<file path="src/design/transaction_stream_parser_unit_assert.svh">
// Assertion macros used by the parser RTL.
`ifndef TRANSACTION_STREAM_PARSER_UNIT_ASSERT_SVH
`define TRANSACTION_STREAM_PARSER_UNIT_ASSERT_SVH

// Same-cycle implication, checked outside reset.
`define TSP_ASSERT_NOW(label, ante, cons, msg) \
    label: assert property (@(posedge clk) disable iff (!rst_n) (ante) |-> (cons)) \
        else $error(msg);

// Next-cycle implication, checked outside reset.
`define TSP_ASSERT_NEXT(label, ante, cons, msg) \
    label: assert property (@(posedge clk) disable iff (!rst_n) (ante) |=> (cons)) \
        else $error(msg);

`endif

</file>
<file path="src/design/tsp_pkg.sv">
// Types and constants for the transaction stream parser.
package tsp_pkg;

    // Parse phases; a field result carries the phase it completed in as its kind.
    typedef enum logic [3:0] {
        PH_VERSION     = 4'd0,
        PH_IN_COUNT    = 4'd1,
        PH_PREV_ID     = 4'd2,
        PH_PREV_INDEX  = 4'd3,
        PH_IN_SLEN     = 4'd4,
        PH_IN_SCRIPT   = 4'd5,
        PH_SEQUENCE    = 4'd6,
        PH_OUT_COUNT   = 4'd7,
        PH_AMOUNT      = 4'd8,
        PH_OUT_SLEN    = 4'd9,
        PH_OUT_SCRIPT  = 4'd10,
        PH_LOCK_TIME   = 4'd11,
        PH_DONE        = 4'd12
    } phase_t;

    localparam logic [3:0] KIND_TRUNC = 4'd12;

    localparam int PREV_ID_BYTES = 32;

    // First compact-size byte at or above this is a length prefix.
    localparam logic [7:0] CS_PREFIX_MIN = 8'hfd;

    localparam logic [3:0] WORD_BYTES   = 4'd4;
    localparam logic [3:0] AMOUNT_BYTES = 4'd8;

    // Result queue: power-of-two depth, up to two results pushed per item.
    localparam int FIFO_DEPTH  = 4;
    localparam int MAX_RESULTS = 2;

    typedef struct packed {
        logic [3:0]  kind;
        logic [63:0] value;
        logic [31:0] entry;
        logic [31:0] offset;
        logic        complete;
        logic        last;
    } result_t;

endpackage

</file>
<file path="src/design/transaction_stream_parser_unit.sv">
// Byte-serial legacy transaction parser with a small result queue.
// An item is registered in the input register when accepted, then parsed into the
// result queue once the queue has room; results are shown from the queue head.
// Throughput: one item per cycle while the result queue has room; the single result
// port takes one result per cycle unless out_stall is high, so two results need two pops.
// Reset: rst_n (async, active low) returns the parser to the version field and
// empties the input register and the result queue.
module transaction_stream_parser_unit
    import tsp_pkg::*;
#(
    parameter int PREV_ID_LEN = PREV_ID_BYTES
)
(
    input  logic        clk,
    input  logic        rst_n,
    // input channel
    input  logic        in_valid,
    output logic        in_stall,
    input  logic [7:0]  byte_in,
    input  logic        frame_end,
    // result channel
    output logic        out_valid,
    input  logic        out_stall,
    output logic [3:0]  field_kind,
    output logic [63:0] field_value,
    output logic [31:0] entry_index,
    output logic [31:0] byte_offset,
    output logic        tx_complete,
    output logic        last_of_run
);

`include "transaction_stream_parser_unit_assert.svh"

    localparam int PTR_W = $clog2(FIFO_DEPTH);
    localparam int CNT_W = $clog2(FIFO_DEPTH + 1);
    localparam logic [CNT_W-1:0] PUSH_ROOM = CNT_W'(FIFO_DEPTH - MAX_RESULTS);

    // ---------------------------------------------------------------
    // Input register
    // ---------------------------------------------------------------
    logic       in_full_reg;
    logic [7:0] byte_reg;
    logic       fe_reg;
    logic       accept;
    logic       process;

    // ---------------------------------------------------------------
    // Parser state
    // ---------------------------------------------------------------
    phase_t      phase_reg,      phase_next;
    logic [3:0]  cnt_reg,        cnt_next;
    logic [63:0] acc_reg,        acc_next;
    logic [1:0]  csw_reg,        csw_next;
    logic [63:0] in_left_reg,    in_left_next;
    logic [63:0] out_left_reg,   out_left_next;
    logic [63:0] script_left_reg, script_left_next;
    logic [31:0] entry_reg,      entry_next;
    logic [31:0] offset_reg,     offset_next;
    logic        done_reg,       done_next;

    // ---------------------------------------------------------------
    // Result queue
    // ---------------------------------------------------------------
    result_t          fifo_reg [FIFO_DEPTH];
    logic [PTR_W-1:0] wr_ptr_reg;
    logic [PTR_W-1:0] rd_ptr_reg;
    logic [PTR_W-1:0] wr_ptr_inc;
    logic [CNT_W-1:0] count_reg;
    logic             pop;

    // Per-item work
    result_t     res0;
    result_t     res1;
    logic [1:0]  n_res;
    logic        have;
    logic [63:0] val;
    logic [63:0] byte_ext;
    logic [3:0]  need;
    logic [2:0]  lane;
    logic [31:0] entry_inc;
    logic [31:0] offset_inc;
    logic [63:0] in_dec;
    logic [63:0] out_dec;
    logic [63:0] script_dec;
    logic        prev_id_end;

    // Take a new item whenever the input register is free or drains this cycle.
    assign process  = in_full_reg && (count_reg <= PUSH_ROOM);
    assign in_stall = in_full_reg && !process;
    assign accept   = in_valid && !in_stall;

    always_ff @(posedge clk or negedge rst_n)
    begin
        if (!rst_n)
        begin
            in_full_reg <= 1'b0;
        end
        else if (accept)
        begin
            in_full_reg <= 1'b1;
        end
        else if (process)
        begin
            in_full_reg <= 1'b0;
        end
    end

    // Item payload needs no reset; hold it until the parser takes it.
    always_ff @(posedge clk)
    begin
        if (accept)
        begin
            byte_reg <= byte_in;
            fe_reg   <= frame_end;
        end
    end

    // Shared increments and decrements; at most one of each is used per item.
    assign byte_ext    = {56'd0, byte_reg};
    assign entry_inc   = (entry_reg == '1) ? entry_reg : entry_reg + 32'd1;
    assign offset_inc  = (offset_reg == '1) ? offset_reg : offset_reg + 32'd1;
    assign in_dec      = in_left_reg - 64'd1;
    assign out_dec     = out_left_reg - 64'd1;
    assign script_dec  = script_left_reg - 64'd1;
    assign prev_id_end = ({1'b0, offset_reg} + 33'd1) >= 33'(PREV_ID_LEN);
    assign need        = 4'd1 + (4'd1 << csw_reg);
    assign lane        = (cnt_reg == 4'd0) ? cnt_reg[2:0] : 3'(cnt_reg - 4'd1);

    always_comb
    begin
        phase_next       = phase_reg;
        cnt_next         = cnt_reg;
        acc_next         = acc_reg;
        csw_next         = csw_reg;
        in_left_next     = in_left_reg;
        out_left_next    = out_left_reg;
        script_left_next = script_left_reg;
        entry_next       = entry_reg;
        offset_next      = offset_reg;
        done_next        = done_reg;
        have             = 1'b0;
        val              = '0;
        res0             = '0;
        res1             = '0;
        n_res            = 2'd0;

        case (phase_reg)
            PH_VERSION, PH_PREV_INDEX, PH_SEQUENCE, PH_AMOUNT, PH_LOCK_TIME:
            begin
                // Fixed-width little-endian field.
                acc_next = acc_reg | (byte_ext << {cnt_reg[2:0], 3'b000});
                cnt_next = cnt_reg + 4'd1;
                if (cnt_next >= ((phase_reg == PH_AMOUNT) ? AMOUNT_BYTES : WORD_BYTES))
                begin
                    have = 1'b1;
                    val  = acc_next;
                end
            end
            PH_IN_COUNT, PH_IN_SLEN, PH_OUT_COUNT, PH_OUT_SLEN:
            begin
                if (cnt_reg == 4'd0)
                begin
                    if (byte_reg < CS_PREFIX_MIN)
                    begin
                        have = 1'b1;
                        val  = byte_ext;
                    end
                    else
                    begin
                        // 0xfd, 0xfe, 0xff select 2, 4, 8 trailing bytes.
                        csw_next = byte_reg[1:0];
                        cnt_next = 4'd1;
                        acc_next = '0;
                    end
                end
                else
                begin
                    acc_next = acc_reg | (byte_ext << {lane, 3'b000});
                    cnt_next = cnt_reg + 4'd1;
                    if (cnt_next >= need)
                    begin
                        have = 1'b1;
                        val  = acc_next;
                    end
                end
            end
            PH_PREV_ID:
            begin
                res0  = '{kind: PH_PREV_ID, value: byte_ext, entry: entry_reg,
                          offset: offset_reg, complete: 1'b0, last: 1'b0};
                n_res = 2'd1;
                if (prev_id_end)
                begin
                    phase_next  = PH_PREV_INDEX;
                    offset_next = '0;
                end
                else
                begin
                    offset_next = offset_reg + 32'd1;
                end
            end
            PH_IN_SCRIPT, PH_OUT_SCRIPT:
            begin
                res0  = '{kind: phase_reg, value: byte_ext, entry: entry_reg,
                          offset: offset_reg, complete: 1'b0, last: 1'b0};
                n_res            = 2'd1;
                offset_next      = offset_inc;
                script_left_next = script_dec;
                if (script_dec == 64'd0)
                begin
                    offset_next = '0;
                    if (phase_reg == PH_IN_SCRIPT)
                    begin
                        phase_next = PH_SEQUENCE;
                    end
                    else
                    begin
                        // Close this output, advance to the next or to lock time.
                        out_left_next = out_dec;
                        entry_next    = (out_dec == 64'd0) ? 32'd0 : entry_inc;
                        phase_next    = (out_dec == 64'd0) ? PH_LOCK_TIME : PH_AMOUNT;
                    end
                end
            end
            default:
            begin
                // Trailing bytes after lock time: drop.
            end
        endcase

        if (have)
        begin
            res0  = '{kind: phase_reg, value: val, entry: entry_reg, offset: 32'd0,
                      complete: (phase_reg == PH_LOCK_TIME), last: 1'b0};
            n_res    = 2'd1;
            cnt_next = '0;
            acc_next = '0;
            csw_next = '0;
            case (phase_reg)
                PH_VERSION:
                begin
                    phase_next = PH_IN_COUNT;
                end
                PH_IN_COUNT:
                begin
                    in_left_next = val;
                    entry_next   = '0;
                    if (val == 64'd0)
                    begin
                        phase_next = PH_OUT_COUNT;
                    end
                    else
                    begin
                        phase_next  = PH_PREV_ID;
                        offset_next = '0;
                    end
                end
                PH_PREV_INDEX:
                begin
                    phase_next = PH_IN_SLEN;
                end
                PH_IN_SLEN:
                begin
                    script_left_next = val;
                    offset_next      = '0;
                    phase_next       = (val == 64'd0) ? PH_SEQUENCE : PH_IN_SCRIPT;
                end
                PH_SEQUENCE:
                begin
                    in_left_next = in_dec;
                    if (in_dec == 64'd0)
                    begin
                        entry_next = '0;
                        phase_next = PH_OUT_COUNT;
                    end
                    else
                    begin
                        entry_next  = entry_inc;
                        phase_next  = PH_PREV_ID;
                        offset_next = '0;
                    end
                end
                PH_OUT_COUNT:
                begin
                    out_left_next = val;
                    entry_next    = '0;
                    phase_next    = (val == 64'd0) ? PH_LOCK_TIME : PH_AMOUNT;
                end
                PH_AMOUNT:
                begin
                    phase_next = PH_OUT_SLEN;
                end
                PH_OUT_SLEN:
                begin
                    script_left_next = val;
                    offset_next      = '0;
                    if (val == 64'd0)
                    begin
                        out_left_next = out_dec;
                        entry_next    = (out_dec == 64'd0) ? 32'd0 : entry_inc;
                        phase_next    = (out_dec == 64'd0) ? PH_LOCK_TIME : PH_AMOUNT;
                    end
                    else
                    begin
                        phase_next = PH_OUT_SCRIPT;
                    end
                end
                PH_LOCK_TIME:
                begin
                    done_next  = 1'b1;
                    phase_next = PH_DONE;
                end
                default:
                begin
                end
            endcase
        end

        if (fe_reg)
        begin
            // Frame end: report truncation unless lock time finished, then restart.
            if (!done_next)
            begin
                if (n_res == 2'd0)
                begin
                    res0 = '{kind: KIND_TRUNC, value: 64'd0, entry: entry_next,
                             offset: 32'd0, complete: 1'b0, last: 1'b0};
                end
                else
                begin
                    res1 = '{kind: KIND_TRUNC, value: 64'd0, entry: entry_next,
                             offset: 32'd0, complete: 1'b0, last: 1'b0};
                end
                n_res = n_res + 2'd1;
            end
            phase_next       = PH_VERSION;
            cnt_next         = '0;
            acc_next         = '0;
            csw_next         = '0;
            in_left_next     = '0;
            out_left_next    = '0;
            script_left_next = '0;
            entry_next       = '0;
            offset_next      = '0;
            done_next        = 1'b0;
        end

        // Mark the final result of this item.
        if (n_res == 2'd1)
        begin
            res0.last = 1'b1;
        end
        else if (n_res == 2'd2)
        begin
            res1.last = 1'b1;
        end
    end

    always_ff @(posedge clk or negedge rst_n)
    begin
        if (!rst_n)
        begin
            phase_reg       <= PH_VERSION;
            cnt_reg         <= '0;
            acc_reg         <= '0;
            csw_reg         <= '0;
            in_left_reg     <= '0;
            out_left_reg    <= '0;
            script_left_reg <= '0;
            entry_reg       <= '0;
            offset_reg      <= '0;
            done_reg        <= 1'b0;
        end
        else if (process)
        begin
            phase_reg       <= phase_next;
            cnt_reg         <= cnt_next;
            acc_reg         <= acc_next;
            csw_reg         <= csw_next;
            in_left_reg     <= in_left_next;
            out_left_reg    <= out_left_next;
            script_left_reg <= script_left_next;
            entry_reg       <= entry_next;
            offset_reg      <= offset_next;
            done_reg        <= done_next;
        end
    end

    // ---------------------------------------------------------------
    // Result queue: push up to two results per item; unless stalled, pop one per cycle
    // ---------------------------------------------------------------
    assign wr_ptr_inc = wr_ptr_reg + 1'b1;
    assign out_valid  = (count_reg != '0);
    assign pop        = out_valid && !out_stall;

    always_ff @(posedge clk)
    begin
        if (process && (n_res != 2'd0))
        begin
            fifo_reg[wr_ptr_reg] <= res0;
        end
        if (process && (n_res == 2'd2))
        begin
            fifo_reg[wr_ptr_inc] <= res1;
        end
    end

    always_ff @(posedge clk or negedge rst_n)
    begin
        if (!rst_n)
        begin
            wr_ptr_reg <= '0;
            rd_ptr_reg <= '0;
            count_reg  <= '0;
        end
        else
        begin
            if (process)
            begin
                wr_ptr_reg <= wr_ptr_reg + PTR_W'(n_res);
            end
            if (pop)
            begin
                rd_ptr_reg <= rd_ptr_reg + 1'b1;
            end
            count_reg <= count_reg + (process ? CNT_W'(n_res) : CNT_W'(0))
                         - CNT_W'(pop);
        end
    end

    assign field_kind  = fifo_reg[rd_ptr_reg].kind;
    assign field_value = fifo_reg[rd_ptr_reg].value;
    assign entry_index = fifo_reg[rd_ptr_reg].entry;
    assign byte_offset = fifo_reg[rd_ptr_reg].offset;
    assign tx_complete = fifo_reg[rd_ptr_reg].complete;
    assign last_of_run = fifo_reg[rd_ptr_reg].last;

    // ---------------------------------------------------------------
    // Assertions
    // ---------------------------------------------------------------
    `TSP_ASSERT_NOW(a_queue_bound, 1'b1, count_reg <= CNT_W'(FIFO_DEPTH),
                    "result queue overflow")
    `TSP_ASSERT_NEXT(a_frame_restart, process && fe_reg,
                     phase_reg == PH_VERSION && !done_reg,
                     "frame end did not restart parser")
    `TSP_ASSERT_NOW(a_done_phase, done_reg, phase_reg == PH_DONE,
                    "done flag outside done phase")
    `TSP_ASSERT_NOW(a_stall_only_full, in_stall, in_full_reg && count_reg > PUSH_ROOM,
                    "input stalled without cause")

endmodule

</file>
<file path="config.mk">
export PLATFORM = sky130hd
export DESIGN_NAME = transaction_stream_parser_unit
export DESIGN_NICKNAME = d
export VERILOG_FILES = /design/src/design/tsp_pkg.sv /design/src/design/transaction_stream_parser_unit.sv
export VERILOG_INCLUDE_DIRS = /design/src /design/src/design
export SDC_FILE = /design/constraint.sdc
export NUM_CORES = 2
export LEC_CHECK = 0
export BUFFER_PORTS_ARGS = -buffer_cell sky130_fd_sc_hd__buf_4
export CORE_MARGIN = 4
export CORE_UTILIZATION = 29
export CTS_BUF_LIST = sky130_fd_sc_hd__clkbuf_8
export CTS_CLUSTER_DIAMETER = 120
export DETAILED_ROUTE_END_ITERATION = 8
export HOLD_SLACK_MARGIN = 0.12
export PLACE_DENSITY = 0.5
export SLEW_MARGIN = 0
export SYNTH_ARGS = -nofsm -noshare
export SYNTH_HDL_FRONTEND = slang
export SYNTH_SLANG_ARGS = --single-unit
</file>
<file path="constraint.sdc">
create_clock -name clk -period 6.4 [get_ports clk]
set_clock_uncertainty 0.2 [all_clocks]
set_input_delay 0.32 -clock clk [delete_from_list [all_inputs] [get_ports clk]]
set_output_delay 0.32 -clock clk [all_outputs]
set_load 0.005 [all_outputs]
</file>
**After elaboration in Yosys (flattened, before gate mapping)**

Memories as Yosys holds them, arrays and structs flattened.
Cells that the tools add are included.

- Shifts and indexed selects: 3
- Add/sub/neg operators: 15
- Magnitude comparators: 5
- Reductions and logical operators: 33
- Eq/ne operators: 17
- Bitwise logic cells: 2
- Mux-type cells: 98

Operators by type and width:

| cell | count |
|---|---|
| $mux 64 | 19 |
| $mux 134 | 7 |
| $mux 32 | 16 |
| $pmux 64 s2 | 4 |
| $pmux 134 s2 | 1 |
| $logic_not 64->1 | 4 |
| $pmux 32 s3 | 2 |
| $sub 64x1->64 const B | 3 |
| $or 64x64->64 | 2 |
| $shl 8x6->64 | 2 |
| $add 32x1->32 const B | 2 |
| $eq 32x32->1 const B | 2 |
| $pmux 32 s2 | 1 |
| $mux 4 | 10 |
| $pmux 4 s9 | 1 |
| $add 32x1->33 const B | 1 |
| $ge 33x6->1 const B | 1 |
| $mux 2 | 13 |
| $mux 1 | 17 |
| $eq 4x3->1 const B | 4 |
| $eq 4x4->1 const B | 4 |
| $pmux 4 s2 | 2 |
| $reduce_bool 3->1 | 4 |
| $mux 3 | 3 |
| other kinds (31) | 48 |

- Flip-flop bits (word level): 348
- Memories: 1
- Bits of input ports: 13
- Output and inout port bits: 136
- Memory bits (writable): 536
- Word-level logic and storage cells: 190

Memories:

| memory | words | bits a word | rd ports | clocked after Yosys merged registers in | wr ports | RTL line | RTL |
|---|---|---|---|---|---|---|---|
| fifo_reg | 4 | 134 | 1 | 0 | 2 | transaction_stream_parser_unit.sv:64 | `result_t fifo_reg [FIFO_DEPTH];` |

**Depth between registers and ports, before layout**

- Word-level depth: 16
- Mapped depth: 27
- Depth with buffers taken out: 22

**Least setup slack after synthesis**

OpenSTA, ideal clock, no wires.

- Path type: register to register
- Start: reg cnt_reg[2]
- End: mem fifo_reg[3][0] (netlist bit) (enable)
- Cell stages (with the launch flop): 24
- Required time: 5.703 ns
- Path buffers: 9
- Slack: -0.132 ns
- Clock period less this slack: 6.532 ns
- Arrival: 5.834 ns
- Library setup time: 0.497 ns
- Path through: dfrtp_1 -> buf_2 -> buf_1 -> nand3_1 -> xnor2_1 -> ha_1 -> o21a_1 -> nor2_1 -> a21o_1 -> o21ai_2 -> clkbuf_1 -> clkbuf_1 -> nor2_1 -> nand2_1 -> clkbuf_1 -> clkbuf_1 -> ha_1 -> mux2i_1 -> a21oi_1 -> nand3_1 -> clkbuf_1 -> clkbuf_1 -> clkbuf_1 -> nand2_1

RTL lines:

| what | RTL line | RTL |
|---|---|---|
| start: declaration | transaction_stream_parser_unit.sv:51 | `logic [3:0] cnt_reg, cnt_next;` |
| start signal: assignment | transaction_stream_parser_unit.sv:377 | `cnt_reg <= cnt_next;` |
| end: declaration | transaction_stream_parser_unit.sv:64 |  |

**Worst setup path after layout**

- Start: reg cnt_reg[1]
- End: reg offset_reg[29]

- Longest elaborated chain between the ends: 12
- Elaborated cells on any way between the ends: 23
- Those cells by class: add/sub: 2; order compare: 2; shift: 2; mux: 13; bitwise: 2; reduce/logical: 2

Ends and longest elaborated chain:

| what | RTL line | RTL |
|---|---|---|
| $sub 3x1->3 / $logic_not 4->1 (equally long branches) | transaction_stream_parser_unit.sv:127, transaction_stream_parser_unit.sv:161 |  |
| $mux 3 | transaction_stream_parser_unit.sv:127 | `assign lane = (cnt_reg == 4'd0) ? cnt_reg[2:0] : 3'(cnt_reg - 4'd1);` |
| $shl 8x6->64 | transaction_stream_parser_unit.sv:178 | `acc_next = acc_reg \| (byte_ext << {lane, 3'b000});` |
| $or 64x64->64 | transaction_stream_parser_unit.sv:178 |  |
| $mux 64 | transaction_stream_parser_unit.sv:180 | `if (cnt_next >= need)` |
| $mux 64 | transaction_stream_parser_unit.sv:161 | `if (cnt_reg == 4'd0)` |
| $pmux 64 s2 | transaction_stream_parser_unit.sv:147 | `case (phase_reg)` |
| $logic_not 64->1 | transaction_stream_parser_unit.sv:248 | `if (val == 64'd0)` |
| $mux 32 | transaction_stream_parser_unit.sv:248 |  |
| $pmux 32 s3 | transaction_stream_parser_unit.sv:239 | `case (phase_reg)` |
| $mux 32 * | transaction_stream_parser_unit.sv:231 | `if (have)` |
| $mux 32 * | transaction_stream_parser_unit.sv:319 | `if (fe_reg)` |
| end signal: assignment | transaction_stream_parser_unit.sv:384 | `offset_reg <= offset_next;` |
| end: declaration | transaction_stream_parser_unit.sv:58 | `logic [31:0] offset_reg, offset_next;` |

Every way passes the cells marked *; elsewhere a longest branch is shown, timed or not.
A chain may end at the register's enable or synchronous reset.

==> impl_results.md <==
* Yosys warns at 0
* Post-Place Setup Slack at 92.99 ps
* I/O pins at 149
* Synth Instances at 6170
* Finished Layout Cells at 8706
* RSZ-0062 raised after global routing: no
* Worst-path fanout max at 21
* Die Span Y at 429.8 um
* Synthesized cell area at 0.05160 sq mm
* Cell family with most CP delay: compound AO/OA/AOI/OAI gates
* Async SR Flop Fraction at 38.35%
* Max-cap violation count at 0
* Slew @ Worst Pin at 1352 ps
* Detailed-route wire length per cell at 25.32 um
* Clock Sinks at 884
* Final setup margin at 250.7 ps
* Routed vias/inst at 5.891
* Total track usage at 22.97%
* Initial antenna violation count at 21
* Post-synth EDFFs at 149
* Critical Path RT at 6990 ps
* Crit Path Class: reg2reg
* Critical path launch point type: flop
* Final slew viol count at 0
* H-tree level count at 4
* Clk buf depth at 3
* Residual DRC at 0
* CTS buffer count at 164
* Final worst path period share at 96.08%
* Synthesized flop and latch total at 884
* Syn avg cell area at 8.363 sq um
* Leak Pwr at 22.70 nW
* Pwr Density at 452.6 mW/mm^2
* Gpl congestion at 0.9600
* Top_reg_cell synth: dfxtp_1
* Peak supply drop at 0.4885 mV
* Slowest cell on the critical path: a31oi_1
* CTS tree: done
* Synthesized Nets at 6208
* Max reg flops at 536
* Synth top area share at 16.44%
* Reg clk slew, reported paths at 60 ps
* Layout Utilization at 33.87%
* Total die area at 0.1847 sq mm
* GRT Residual Overflow at 0
* Post-route antenna net violation count at 0
* Drt total wl at 220400 um
* Area contributors post-synth: dfrtp_1, dfxtp_1, edfxtp_1
* Filler cells at 18420
* Post-synth top cells: o21ai_0, nor2_1, clkbuf_1
* First-pass GRT wire length at 327500 um
* Status: completed
* Finish-stage setup viols at 0
* Via count at 51290
* Clk root buf: clkbuf_8
* Most common cell in the netlist: o21ai_0
* Site Rows at 154
* Area Growth Syn to Fin at 15.84%
* Final TNS setup at 0 ps
* Crit. End Element: flop
* CP Buf/Inv Count at 6
* Initial DRC count at 5283
* Crit path cell chain: inv_1 > ha_1 > nor3b_2 > inv_2 > ha_1 > inv_1 > a31oi_1 > nand2_1 > nor3_1 > a221oi_1 > nand4_1 > nor4_2 > nand4_4 > buf_4 > o311a_1 > buf_4 > o21ai_1 > buf_4 > o21bai_1 > a21oi_1 > nand2_1
* Post-synthesis sequential area ratio at 40.48%
* Rel. slew slack at 9.449%
* Critical Path Max Stage Delay at 1010 ps
* HPWL Detailed at 144600 um
* Core area at 0.1765 sq mm
* IO buf count at 148
* Total placed cells including tap cells at 8363
* Largest net degree at the start of global routing at 150
* Vias in the first global route at 48870
* First-pass DRT Iterations at 5
* Worst min path class: in2reg
* Crit-path most repeated cell: buf_4
* Top achievable clock speed at 0.1626 GHz
* Clock latency on the worst-skew pair at 950 ps
* Tmin final at 6149 ps
* Die X at 429.8 um
* Initial core utilization at 29.23%
* Dominant cell type by area after synthesis: dfrtp_1
* Crit path DAT at 6740 ps
* Final Hold Vio Count at 0
* Number of library cell types mapped by synthesis at 106
* Share of cells above drive strength 1 at 14.45%
* Final #Nets at 6253
## cells in the final DEF, fill, tap and decap left out, drive strengths merged, types with 47 or more instances in the layout
master,n
dfrtp,339
nor4,121
nor2,700
xor2,51
a22o,47
nand2,432
o21ai,797
nor3,200
dfxtp,396
or3,55
nand4,99
a211oi,90
nand3,443
o22ai,178
clkbuf,198
a21oi,427
inv,154
and3,72
edfxtp,149
a31oi,66
mux4,134
a221oi,52
and2,55
buf,410
xnor2,91
## tightest hold or removal path, cell delays in order
cell           delay (ps)
dlygate4sd3_1         530
buf_4                 100
nor2b_1                40
buf_4                 160
nand2_1                80
xnor2_1                60
## final cells by class
cell class | instances | area (sq um) | share of cell area [%]
clock buffers | 198 | 2725 | 4.559
clock inverters | 108 | 655.6 | 1.097
well taps | 2340 | 2928 | 4.898
repair buffers | 433 | 3586 | 5.999
diodes | 11 | 27.53 | 0.04605
flip-flops and latches | 884 | 20890 | 34.95
multi-input cells | 4652 | 28660 | 47.95
inverters | 80 | 300.3 | 0.5024
## power by group
part | leakage (nW) | internal, mW | switching [mW] | total (mW)
logic | 11.5 | 4.63 | 9.17 | 13.8
registers | 9.23 | 6.70 | 0.886 | 7.59
clock network | 1.97 | 2.99 | 2.67 | 5.66
## metal layers
metal | wire length [um] | part of all wire [%] | vias to the layer above | track usage [%]
met2 | 97120 | 44 | 2292 | 35.17
met4 | 11070 | 5.0 | 10 | 11.24
met5 | 69 | 0.031 | - | 0
met1 | 94070 | 43 | 25290 | 30.64
li1 | - | - | 23190 | -
met3 | 18110 | 8.2 | 500 | 5.076
## logic make-up (layout without fill, tap and decap cells)
| logic type | Yosys count | in the layout | share of synthesized area [%] |
|---|---|---|---|
| AOI/OAI and AO/OA | 1953 | 1954 | 22.82 |
| xor gates and xnor gates | 142 | 142 | 2.410 |
| adders and majority gates | 25 | 25 | 0.6208 |
| buffers and inverters | 635 | 819 | 4.748 |
| DFF | 884 | 884 | 40.48 |
| muxes | 156 | 156 | 6.295 |
| other | 0 | 11 | 0 |
| and+or+nand+nor | 2375 | 2375 | 22.63 |
## repair_timing
item / CTS / global route
resized for setup: 0 / 8
hold buffers: 24 / 0
setup endpoints to repair: 0 / 218
endpoints found under the hold margin: 362 / 0
setup buffers: 0 / 1
## metrics by stage
step                      hold WS, ps  cell area (sq um)  total power, mW
after floorplan                -175.6              51610            15.71
after global placement          247.3              56060            21.02
after detailed placement        247.9              56060            21.16
after CTS                       138.7              59690            26.90
after global routing            204.5              59750            28.49
final                           224.7              59770            27.06
## path summary, 6_finish.rpt
path | startpoint | end | slack (ps) | cells after the start
worst min-delay path | out_stall | rd_ptr_reg[1] | 220 | 6
worst max-delay path | cnt_reg[1] | offset_reg[29] | 250 | 21
min in group asynchronous | rst_n | acc_reg[61] | 390 | 4
worst max register to register | cnt_reg[1] | offset_reg[29] | 250 | 21
worst min register to register | fifo_reg[3][74] | fifo_reg[3][74] | 270 | 2
max in group asynchronous | rst_n | entry_reg[20] | 4710 | 4
(Power assumes the default switching activity.)
